`src/design/mlqs_pkg.sv`:
```
`timescale 1ns / 1ps
// ----------------------------------------------------------------------------
// mlqs_pkg
// Shared types, codes and helpers of the multilevel queue scheduler: request
// and response payloads, the slot record kept in memory and the sequencer
// states.
// ----------------------------------------------------------------------------
package mlqs_pkg;

   // Default table depth
   localparam int MAX_SLOTS_DEF = 16;

   // Time is a saturating 21-bit tick count
   localparam int          TIME_W   = 21;
   localparam logic [20:0] TIME_MAX = 21'h1FFFFF;

   // Request kinds
   localparam logic [1:0] KIND_LOAD  = 2'd0;
   localparam logic [1:0] KIND_TICK  = 2'd1;
   localparam logic [1:0] KIND_CLEAR = 2'd2;

   typedef struct packed {
      logic [1:0]  kind;
      logic [3:0]  slot;
      logic [15:0] arrival;
      logic [15:0] burst;
      logic        is_user;
   } req_item_type;

   typedef struct packed {
      logic [20:0] now;
      logic        busy_res;
      logic [3:0]  running_slot;
      logic        from_user;
      logic        switched;
      logic        finished;
      logic [20:0] turnaround;
      logic [20:0] waiting;
      logic [20:0] response;
      logic        all_done;
   } rsp_item_type;

   // One task slot as kept in the slot memory
   typedef struct packed {
      logic [15:0] arrival;
      logic [15:0] burst;
      logic [15:0] remaining;
      logic        is_user;
      logic [20:0] first_run;
   } slot_rec_type;

   typedef enum logic [1:0] {
      ST_IDLE,
      ST_SCAN,
      ST_APPLY,
      ST_FINISH
   } state_type;

   // Advance a time value by one tick, holding at the top
   function automatic logic [20:0] time_inc(input logic [20:0] t);
      logic [20:0] r;
      r = (t == TIME_MAX) ? TIME_MAX : t + 21'd1;
      return r;
   endfunction

endpackage

```
`src/design/multilevel_queue_scheduler.sv`:
```
`timescale 1ns / 1ps
// ----------------------------------------------------------------------------
// multilevel_queue_scheduler
// Two-level fixed-priority task scheduler. System slots run in slot index order,
// user slots by shortest remaining time. Slot records live in one
// synchronous memory that each tick scans, then updates in place.
//
//   channel  dir  handshake            payload
//   req      in   req_valid/req_stall  req_data  (load, tick or clear)
//   rsp      out  rsp_valid/rsp_stall  rsp_data  (one per tick request)
//
// A load or clear request completes as it is taken. A tick holds req_stall
// through the scan, apply and finish states: one memory read per slot
// through the single read port, a check of the last slot and the exit from
// the scan, one read-modify-write and the forming of the result. The result
// becomes valid as the sequencer returns to idle, so the next request can be
// taken in that same cycle.
// The result sits in an output register, so the next request is taken while
// it waits; a tick that finishes while that register is still held waits
// for it. Reset is synchronous and empties the table without touching the
// memory: per-slot live and started bits gate every entry.
// ----------------------------------------------------------------------------
module multilevel_queue_scheduler
   import mlqs_pkg::*;
#(
   parameter int MAX_SLOTS = MAX_SLOTS_DEF
) (
   input  logic         clock,
   input  logic         reset,
   input  logic         req_valid,
   output logic         req_stall,
   input  req_item_type req_data,
   output logic         rsp_valid,
   input  logic         rsp_stall,
   output rsp_item_type rsp_data
);

   localparam int SW = (MAX_SLOTS > 1) ? $clog2(MAX_SLOTS) : 1;
   localparam logic [SW:0] NO_SLOT = (SW + 1)'(MAX_SLOTS);

   // Slot memory
   slot_rec_type slot_mem [MAX_SLOTS];
   slot_rec_type rd_data_ff;
   logic         rd_en;
   logic [SW-1:0] rd_addr;
   logic         mem_we;
   logic [SW-1:0] mem_waddr;
   slot_rec_type mem_wdata;

   // Control and scan state
   state_type        state_ff, state_in;
   logic [20:0]      clock_ff, clock_in;
   logic [SW:0]      last_run_ff, last_run_in;
   logic [MAX_SLOTS-1:0] live_ff, live_in;
   logic [MAX_SLOTS-1:0] started_ff, started_in;
   logic [SW:0]      scan_cnt_ff, scan_cnt_in;
   logic             data_vld_ff, data_vld_in;
   logic [SW-1:0]    data_idx_ff, data_idx_in;
   logic             sys_hit_ff, sys_hit_in;
   logic [SW-1:0]    sys_idx_ff, sys_idx_in;
   slot_rec_type     sys_rec_ff, sys_rec_in;
   logic             usr_hit_ff, usr_hit_in;
   logic [SW-1:0]    usr_idx_ff, usr_idx_in;
   slot_rec_type     usr_rec_ff, usr_rec_in;
   rsp_item_type     res_ff, res_in;
   logic [15:0]      burst_hold_ff, burst_hold_in;
   logic             rsp_valid_ff, rsp_valid_in;
   rsp_item_type     rsp_data_ff, rsp_data_in;

   // Working values
   logic          req_take;
   logic [6:0]    slot_x;
   logic          slot_ok;
   logic          issue;
   logic          ready;
   logic          pick_hit;
   logic [SW-1:0] pick_idx;
   slot_rec_type  pick_rec;
   logic [20:0]   first_time;
   logic [15:0]   rem_dec;
   logic [20:0]   done_time;
   logic          out_free;

   assign req_stall = (state_ff != ST_IDLE);
   assign req_take  = req_valid && !req_stall;
   assign rsp_valid = rsp_valid_ff;
   assign rsp_data  = rsp_data_ff;
   assign out_free  = !rsp_valid_ff || !rsp_stall;

   assign slot_x  = 7'(req_data.slot);
   assign slot_ok = (slot_x < 7'(MAX_SLOTS));
   assign issue   = (scan_cnt_ff < (SW + 1)'(MAX_SLOTS));
   assign ready   = live_ff[data_idx_ff] && ({5'd0, rd_data_ff.arrival} <= clock_ff);

   // Pick: system slot wins, else best user slot
   assign pick_hit   = sys_hit_ff || usr_hit_ff;
   assign pick_idx   = sys_hit_ff ? sys_idx_ff : usr_idx_ff;
   assign pick_rec   = sys_hit_ff ? sys_rec_ff : usr_rec_ff;
   assign first_time = started_ff[pick_idx] ? pick_rec.first_run : clock_ff;
   assign rem_dec    = pick_rec.remaining - 16'd1;
   assign done_time  = time_inc(clock_ff);

   // Next state, memory access and result formation
   always_comb begin
      state_in      = state_ff;
      clock_in      = clock_ff;
      last_run_in   = last_run_ff;
      live_in       = live_ff;
      started_in    = started_ff;
      scan_cnt_in   = scan_cnt_ff;
      data_vld_in   = 1'b0;
      data_idx_in   = data_idx_ff;
      sys_hit_in    = sys_hit_ff;
      sys_idx_in    = sys_idx_ff;
      sys_rec_in    = sys_rec_ff;
      usr_hit_in    = usr_hit_ff;
      usr_idx_in    = usr_idx_ff;
      usr_rec_in    = usr_rec_ff;
      res_in        = res_ff;
      burst_hold_in = burst_hold_ff;
      rsp_valid_in  = rsp_valid_ff && rsp_stall;
      rsp_data_in   = rsp_data_ff;
      rd_en         = 1'b0;
      rd_addr       = scan_cnt_ff[SW-1:0];
      mem_we        = 1'b0;
      mem_waddr     = slot_x[SW-1:0];
      mem_wdata     = '{arrival: req_data.arrival, burst: req_data.burst,
                        remaining: req_data.burst, is_user: req_data.is_user,
                        first_run: 21'd0};

      case (state_ff)
         ST_IDLE: begin
            if (req_take) begin
               case (req_data.kind)
                  KIND_LOAD: begin
                     // Overwrite the slot and restart its progress
                     if (slot_ok) begin
                        mem_we                      = 1'b1;
                        live_in[slot_x[SW-1:0]]    = (req_data.burst != 16'd0);
                        started_in[slot_x[SW-1:0]] = 1'b0;
                     end
                  end
                  KIND_TICK: begin
                     scan_cnt_in = '0;
                     sys_hit_in  = 1'b0;
                     usr_hit_in  = 1'b0;
                     state_in    = ST_SCAN;
                  end
                  KIND_CLEAR: begin
                     live_in     = '0;
                     started_in  = '0;
                     clock_in    = 21'd0;
                     last_run_in = NO_SLOT;
                  end
                  default: begin
                  end
               endcase
            end
         end

         ST_SCAN: begin
            // Issue one read per slot
            if (issue) begin
               rd_en       = 1'b1;
               data_vld_in = 1'b1;
               data_idx_in = scan_cnt_ff[SW-1:0];
               scan_cnt_in = scan_cnt_ff + 1'b1;
            end
            // Check the slot read in the previous cycle
            if (data_vld_ff && ready) begin
               if (!rd_data_ff.is_user && !sys_hit_ff) begin
                  sys_hit_in = 1'b1;
                  sys_idx_in = data_idx_ff;
                  sys_rec_in = rd_data_ff;
               end
               if (rd_data_ff.is_user &&
                   (!usr_hit_ff || rd_data_ff.remaining < usr_rec_ff.remaining)) begin
                  usr_hit_in = 1'b1;
                  usr_idx_in = data_idx_ff;
                  usr_rec_in = rd_data_ff;
               end
            end
            if (!issue && !data_vld_ff) begin
               state_in = ST_APPLY;
            end
         end

         ST_APPLY: begin
            // Run the picked slot and write it back
            res_in              = '0;
            res_in.now          = clock_ff;
            burst_hold_in       = pick_rec.burst;
            if (pick_hit) begin
               res_in.busy_res     = 1'b1;
               res_in.running_slot = 4'(pick_idx);
               res_in.from_user    = !sys_hit_ff;
               res_in.switched     = (last_run_ff != {1'b0, pick_idx});
               last_run_in         = {1'b0, pick_idx};
               started_in[pick_idx] = 1'b1;
               live_in[pick_idx]    = (rem_dec != 16'd0);
               mem_we              = 1'b1;
               mem_waddr           = pick_idx;
               mem_wdata           = pick_rec;
               mem_wdata.remaining = rem_dec;
               mem_wdata.first_run = first_time;
               if (rem_dec == 16'd0) begin
                  res_in.finished   = 1'b1;
                  res_in.turnaround = done_time - {5'd0, pick_rec.arrival};
                  res_in.response   = first_time - {5'd0, pick_rec.arrival};
               end
            end
            clock_in = done_time;
            state_in = ST_FINISH;
         end

         ST_FINISH: begin
            // Clamp waiting, then hand the result to the output register
            if (out_free) begin
               rsp_valid_in         = 1'b1;
               rsp_data_in          = res_ff;
               rsp_data_in.all_done = (live_ff == '0);
               if (res_ff.finished && res_ff.turnaround >= {5'd0, burst_hold_ff}) begin
                  rsp_data_in.waiting = res_ff.turnaround - {5'd0, burst_hold_ff};
               end else begin
                  rsp_data_in.waiting = 21'd0;
               end
               state_in = ST_IDLE;
            end
         end

         default: begin
            state_in = ST_IDLE;
         end
      endcase
   end

   // Slot memory: one write port, one registered read port
   always_ff @(posedge clock) begin
      if (mem_we) begin
         slot_mem[mem_waddr] <= mem_wdata;
      end
      if (rd_en) begin
         rd_data_ff <= slot_mem[rd_addr];
      end
   end

   // Control registers
   always_ff @(posedge clock) begin
      if (reset) begin
         state_ff     <= ST_IDLE;
         clock_ff     <= 21'd0;
         last_run_ff  <= NO_SLOT;
         live_ff      <= '0;
         started_ff   <= '0;
         scan_cnt_ff  <= '0;
         data_vld_ff  <= 1'b0;
         sys_hit_ff   <= 1'b0;
         usr_hit_ff   <= 1'b0;
         rsp_valid_ff <= 1'b0;
      end else begin
         state_ff     <= state_in;
         clock_ff     <= clock_in;
         last_run_ff  <= last_run_in;
         live_ff      <= live_in;
         started_ff   <= started_in;
         scan_cnt_ff  <= scan_cnt_in;
         data_vld_ff  <= data_vld_in;
         sys_hit_ff   <= sys_hit_in;
         usr_hit_ff   <= usr_hit_in;
         rsp_valid_ff <= rsp_valid_in;
      end
   end

   // Payload registers
   always_ff @(posedge clock) begin
      data_idx_ff   <= data_idx_in;
      sys_idx_ff    <= sys_idx_in;
      sys_rec_ff    <= sys_rec_in;
      usr_idx_ff    <= usr_idx_in;
      usr_rec_ff    <= usr_rec_in;
      res_ff        <= res_in;
      burst_hold_ff <= burst_hold_in;
      rsp_data_ff   <= rsp_data_in;
   end

   // A captured system pick never comes from the user queue
   a_sys_pick_queue: assert property (@(posedge clock) disable iff (reset)
      (state_ff == ST_APPLY && sys_hit_ff) |-> !sys_rec_ff.is_user)
      else $error("system pick holds a user slot");

   // The slot that runs is still live
   a_pick_live: assert property (@(posedge clock) disable iff (reset)
      (state_ff == ST_APPLY && pick_hit) |-> live_ff[pick_idx])
      else $error("picked slot has no remaining time");

   // Time never runs backward across a tick
   a_time_mono: assert property (@(posedge clock) disable iff (reset)
      (state_ff == ST_APPLY) |=> (clock_ff >= $past(clock_ff)))
      else $error("time moved backward");

   // A new result appears only out of the finish step
   a_rsp_source: assert property (@(posedge clock) disable iff (reset)
      $rose(rsp_valid_ff) |-> $past(state_ff == ST_FINISH))
      else $error("result issued outside finish step");

   // Scan reads stay inside the table
   a_scan_range: assert property (@(posedge clock) disable iff (reset)
      data_vld_ff |-> ((SW + 1)'(data_idx_ff) < (SW + 1)'(MAX_SLOTS)))
      else $error("scan index beyond table");

endmodule
```
`config.mk`:
```
export PLATFORM = sky130hd
export DESIGN_NAME = multilevel_queue_scheduler
export DESIGN_NICKNAME = d
export VERILOG_FILES = /design/src/design/mlqs_pkg.sv /design/src/design/multilevel_queue_scheduler.sv
export SDC_FILE = /design/constraint.sdc
export NUM_CORES = 2
export LEC_CHECK = 0
export BUFFER_PORTS_ARGS = -buffer_cell sky130_fd_sc_hd__buf_2
export CAP_MARGIN = 5
export CORE_UTILIZATION = 30
export CTS_CLUSTER_SIZE = 28
export DETAILED_ROUTE_END_ITERATION = 10
export HOLD_SLACK_MARGIN = 0.05
export PLACE_DENSITY = 0.57
export SYNTH_ARGS = -nofsm -noshare
export SYNTH_HDL_FRONTEND = slang
export SYNTH_SLANG_ARGS = --single-unit
```
`constraint.sdc`:
```
create_clock -name clock -period 8.9 [get_ports clock]
set_input_delay 0.445 -clock clock [delete_from_list [all_inputs] [get_ports clock]]
set_output_delay 0.445 -clock clock [all_outputs]
set_load 0.02 [all_outputs]
```
== Word level (Yosys, flattened, before mapping) ==
Memories as Yosys holds them, arrays and structs flattened. A register that Yosys moved wholly into a read port is not among the register bits.
Index checks and enable logic that the tools add are counted.

* Add/sub/neg operators: 6
* Order comparisons: 10
* Muxes and demuxes: 65
* Bitwise operators: 3
* Reduce and logical (&&, ||, !) cells: 42
* Equal/unequal tests: 19

{| class="wikitable"
|+ Operators with widths
! cell !! number
|-
| two-way mux 70 bit || 3
|-
| case mux 16 bit (2 select lines) || 4
|-
| two-way mux 16 bit || 6
|-
| two-way mux 21 bit || 4
|-
| subtractor 21 x 16 -> 21 bit || 3
|-
| case mux 21 bit (2 select lines) || 1
|-
| bitwise mux 16 bit || 2
|-
| zero test 16 bit || 2
|-
| nonzero test 16 bit || 2
|-
| two-way mux 5 bit || 6
|-
| two-way mux 29 bit || 1
|-
| two-way mux 22 bit || 1
|-
| adder 21 x 1 -> 21 bit, second input constant || 1
|-
| == test 21 bit, second input constant || 1
|-
| greater-or-equal comparator 21 x 16 -> 1 bit || 1
|-
| less-or-equal comparator 16 x 21 -> 1 bit || 1
|-
| less-than comparator 4 x 5 -> 1 bit, second input constant || 4
|-
| two-way mux 1 bit || 20
|-
| case mux 5 bit (2 select lines) || 2
|-
| AND 16 bit || 1
|-
| less-than comparator 16 bit || 1
|-
| != test 2 bit, second input constant || 8
|-
| inverter 16 bit || 1
|-
| bitwise OR 16 bit || 1
|-
| 25 further kinds || 68
|}

* Input port bits: 43
* Memory bits (writable): 1120
* Register bits after elaboration: 401
* Memories kept: 1

{| class="wikitable"
|+ Memory list
! name !! words !! width !! read ports !! clocked after memory_dff !! wr ports !! RTL line !! text
|-
| slot_mem || 16 || 70 || 1 || 1 || 1 || multilevel_queue_scheduler.sv:42 || <nowiki>slot_rec_type slot_mem [MAX_SLOTS];</nowiki>
|}

== Logic depth before layout (Yosys ltp) ==
* Depth after elaboration: 10
* Mapped depth: 21
* Gate-level depth less buffers: 17

== Worst setup path before layout ==
OpenSTA, ideal clock, no wires.

* Path kind: register to register
* From: reg sys_hit_ff
* To: reg sys_idx_ff[0], enable pin
* Period minus slack after synthesis: 9.485 ns
* Slack: -0.585 ns
* Data arrival time: 8.797 ns
* Stages on the path, launching flop included: 9
* Path through: dfxtp_1 buf_2 buf_4 buf_4 buf_2 buf_1 buf_2 buf_1 nor4_1

* Cells in the longest elaborated chain, start to end: 3

{| class="wikitable"
|+ RTL lines
! element !! RTL line !! text
|-
| start: declaration || multilevel_queue_scheduler.sv:59 || <nowiki>logic sys_hit_ff, sys_hit_in;</nowiki>
|-
| start signal: assignment || multilevel_queue_scheduler.sv:268 || <nowiki>sys_hit_ff <= sys_hit_in;</nowiki>
|-
| zero test 1 bit || multilevel_queue_scheduler.sv:171 || <nowiki>if (!rd_data_ff.is_user && !sys_hit_ff) begin</nowiki>
|-
| logical AND 1 bit || multilevel_queue_scheduler.sv:171 ||
|-
| AND reduction 3 bit (no line) || - ||
|-
| end signal: assignment || multilevel_queue_scheduler.sv:277 || <nowiki>sys_idx_ff <= sys_idx_in;</nowiki>
|-
| end: declaration || multilevel_queue_scheduler.sv:60 || <nowiki>logic [SW-1:0] sys_idx_ff, sys_idx_in;</nowiki>
|}

No other way between the ends.
A chain may end at the register's enable or synchronous reset.

== Worst setup path in the final report ==
* From: reg sys_hit_ff
* To: reg res_ff[18] in the netlist's numbering, data pin

* Cells in the longest elaborated chain, start to end: 5
* Elaborated cells between the ends (all ways): 10

{| class="wikitable"
|+ RTL lines
! element !! RTL line !! text
|-
| two-way mux 4 bit || multilevel_queue_scheduler.sv:97 || <nowiki>assign pick_idx = sys_hit_ff ? sys_idx_ff : usr_idx_ff;</nowiki>
|-
| binary-select mux 1 bit (select 4 bit) || multilevel_queue_scheduler.sv:99 || <nowiki>assign first_time = started_ff[pick_idx] ? pick_rec.first_run : clock_ff;</nowiki>
|-
| two-way mux 1 bit (implied by the code) || multilevel_queue_scheduler.sv:99 ||
|-
| two-way mux 21 bit || multilevel_queue_scheduler.sv:99 ||
|-
| subtractor 21 x 16 -> 21 bit || multilevel_queue_scheduler.sv:209 || <nowiki>res_in.response = first_time - {5'd0, pick_rec.arrival};</nowiki>
|-
| end signal: assignment || multilevel_queue_scheduler.sv:281 || <nowiki>res_ff <= res_in;</nowiki>
|-
| end: declaration || multilevel_queue_scheduler.sv:65 || <nowiki>rsp_item_type res_ff, res_in;</nowiki>
|}

Parallel ways exist; a longest one is shown, timed or not. The select of a mux whose other input is x is not followed.

==> qor.yml <==
sta:
  max_freq_mhz: 169
  tns_ns: 0
  hold_viol: 0
  min_period_ns: 5.91
  worst_pin_slew_ns: 1.25
  period_share_pct: 66.4
  slew_headroom_pct: 16.9
  holdWs_ns: 0.194
  fin_skew_ns: 0.0414
  rsz0062_at_grt: "no"
  slew_violations: 0
  final-setup-viol-count: 0
drt:
  drtPass1Iterations: 5
  viasPerCell: 5.08
  wire_per_inst_um: 25.1
  via_count: 33300
  drcViolationCount: 0
  wl_um: 165000
  drt_iter0_drc: 3426
  route.antenna.remaining_nets: 0
yosys:
  synth_commonest_cells: "edfxtp_1 (1522), mux4_2 (359), nor2_1 (211)"
  syn-cell-area_mm2: 0.0638
  async_flop_share_pct: 0
  yosys.area.top_type: "edfxtp_1"
  syn-num-nets: 3525
  yosysTopAreaCellShare_pct: 71.7
  synth-seq-cells: 1591
  ys_warn_count: 0
  avgSynthCellArea_um2: 18.8
  synth_edf_count: 1522
  yosysMostFrequentCell: "edfxtp_1"
  synth_cells: 3392
  synth-seq-area-share_pct: 73.9
  synth_cell_types: 72
  synthFlopType: "edfxtp_1"
  synth_area_leaders: "edfxtp_1 (72%), mux4_2 (13%), dfxtp_1 (2.2%)"
global_routing:
  gr-usage-met3_pct: 2.47
  gr-total-overflow: 0
  met1_usage_pct: 22.1
  antenna_found_initial: 7
  grt_pass1_wl_um: 237000
  use_met2_pct: 23.5
  grt_usage_pct: 15.1
  grt_max_degree: 136
  first_global_vias: 33000
  grt.busiest_layer: "met2"
clock_tree:
  cts_tree: "yes"
  cts_setup_buffers: 0
  htreeDepth: 4
  clk_pin_slew_ns: 0.06
  clkLatencyLatePin_ns: 0.80
  cts.sink_count: 1591
  clock-root-buffer: "clkbuf_16"
  cts_resized: 0
  cts_made_buffers: 160
  hold_buffers: 1
  clk_path_buf_depth: 3
die:
  die_w_um: 463
  core_mm2: 0.210
  die_area_mm2: 0.214
  dieHeight_um: 463
  pin_count: 138
  start_util_pct: 30.3
  num_rows: 168
setup_path:
  path_max_fanout: 45
  crit_required_ns: 9.53
  reg2regPathDepth: 15
  crit_path_start_kind: "flop"
  critPathKind: "reg -> reg"
  crit_path_end_kind: "flop"
  worstPathArrival_ns: 6.54
cells_and_area:
  drive_above_1_share_pct: 23.1
  syn_to_final_growth_pct: 14.9
  nets: 3760
  fill_cells: 19600
  layout.cells.non_filler: 6565
run_status:
  status: "finished clean"
pwr:
  switchingPower_mw: 3.73
  clockPowerShare_pct: 39.9
  power_density_mw_per_mm2: 222
  seq_power_share_pct: 53.1
  swShare_pct: 23.0
  combPwrFrac_pct: 7.0
  ir_worst_vdd_mv: 0.207
  power_mw: 16.3
  intPower_mw: 12.5
  p_leak_nw: 23.3
hold_path:
  holdPathStages: 5
  hp-class: "in -> reg"
placed_design:
  io_buffers: 137
  dp_cells: 6266
  hpwl_um: 97400
  gp_congestion: 0.852
run:
  drv_cap: 0
## per-layer routing
metal  wire length (um)  vias to the layer above
met2              76300                     1217
met1              75200                    17800
met4               2730                        0
li1                   -                    14200
met5                  0                        -
met3              10500                      190
## registers in the layout, indices dropped and copies added (netlist names), 21 cells and up
name and count:
clock_ff 21, slot_mem 1120, usr_rec_ff 70, sys_rec_ff 70
res_ff 71, rsp_data 93, rd_data_ff 70
## worst paths after layout
path | from | end | slack [ns]
setup / recovery | sys_hit_ff$_SDFFE_PP0P_ | res_ff[18]$_SDFFCE_PN0P_ | 2.99
hold / removal | req_data[37] | scan_cnt_ff[3]$_SDFFE_PP0P_ | 0.19
setup reg to reg | sys_hit_ff$_SDFFE_PP0P_ | res_ff[18]$_SDFFCE_PN0P_ | 2.99
hold reg to reg | res_ff[82]$_DFFE_PP_ | rsp_data[82]$_DFFE_PP_ | 0.41
## cell usage in the layout, fill, tap and decap left out, drive strengths merged, types with 38 or more instances in the layout
master,netlist,final
a21oi,140,140
buf,46,215
clkbuf,98,198
clkinv,0,74
dfxtp,69,69
edfxtp,1522,1522
ha,87,87
inv,84,92
mux2i,58,58
mux4,359,359
nand2,166,166
nand3,38,38
nor2,219,219
o21ai,87,87
xnor2,43,43
## area by class of cell
| type | count | area [um^2] | share of cell area (%) |
|---|---|---|---|
| clock buffers | 197 | 4170 | 5.70 |
| inverters | 84 | 318 | 0.434 |
| diodes | 3 | 7.51 | 0.0102 |
| multi-input cells | 1573 | 16000 | 21.8 |
| clock inverters | 95 | 845 | 1.15 |
| well taps | 2805 | 3510 | 4.79 |
| flip-flops and latches | 1591 | 47100 | 64.3 |
| repair buffers | 217 | 1330 | 1.81 |
## power by group through the flow
| stage | logic (mW) | clock network, mW | registers (mW) |
|---|---|---|---|
| final | 1.13 | 6.49 | 8.63 |
| after global routing | 1.23 | 6.91 | 8.64 |
| after CTS | 1.15 | 6.62 | 8.63 |
| after detailed placement | 1.14 | 0 | 8.79 |
| after global placement | 1.13 | 0 | 8.79 |
| after floorplan | 0.791 | 0 | 8.70 |
## metrics by stage
step	util (%)	setup WS, ns	instance area (um^2)
after floorplan	-	0.929	63800
after global placement	32.4	3.16	68200
after detailed placement	32.4	3.02	68200
after CTS	34.8	2.98	73200
after global routing	34.8	2.67	73200
final	34.8	2.99	73300
## worst max-delay path, stage by stage, from the launching register on
cell     delay (ns)
dfxtp_4        0.75
mux2i_1        0.62
mux4_2         0.59
mux2i_1        0.26
mux2i_4        0.10
buf_4          0.30
a21oi_1        0.31
ha_1           0.28
nor2b_1        0.14
o31a_1         0.27
a31oi_1        0.27
a32oi_1        0.17
o41ai_1        0.70
o21ai_0        0.29
or3b_2         0.50
a21oi_1        0.16
## logic make-up (layout without fill, tap and decap cells)
logic type / count (synthesis) / count (layout) / share of synthesized area, %
flops: 1591 / 1591 / 73.9
simple gates: 590 / 590 / 4.24
mux: 444 / 444 / 14.1
compound gates: 374 / 374 / 3.60
buf+inv: 228 / 593 / 1.39
fa+ha+maj: 90 / 90 / 1.80
xor+xnor: 75 / 75 / 1.03
other cells: 0 / 3 / 0
(Power assumes the default switching activity.)
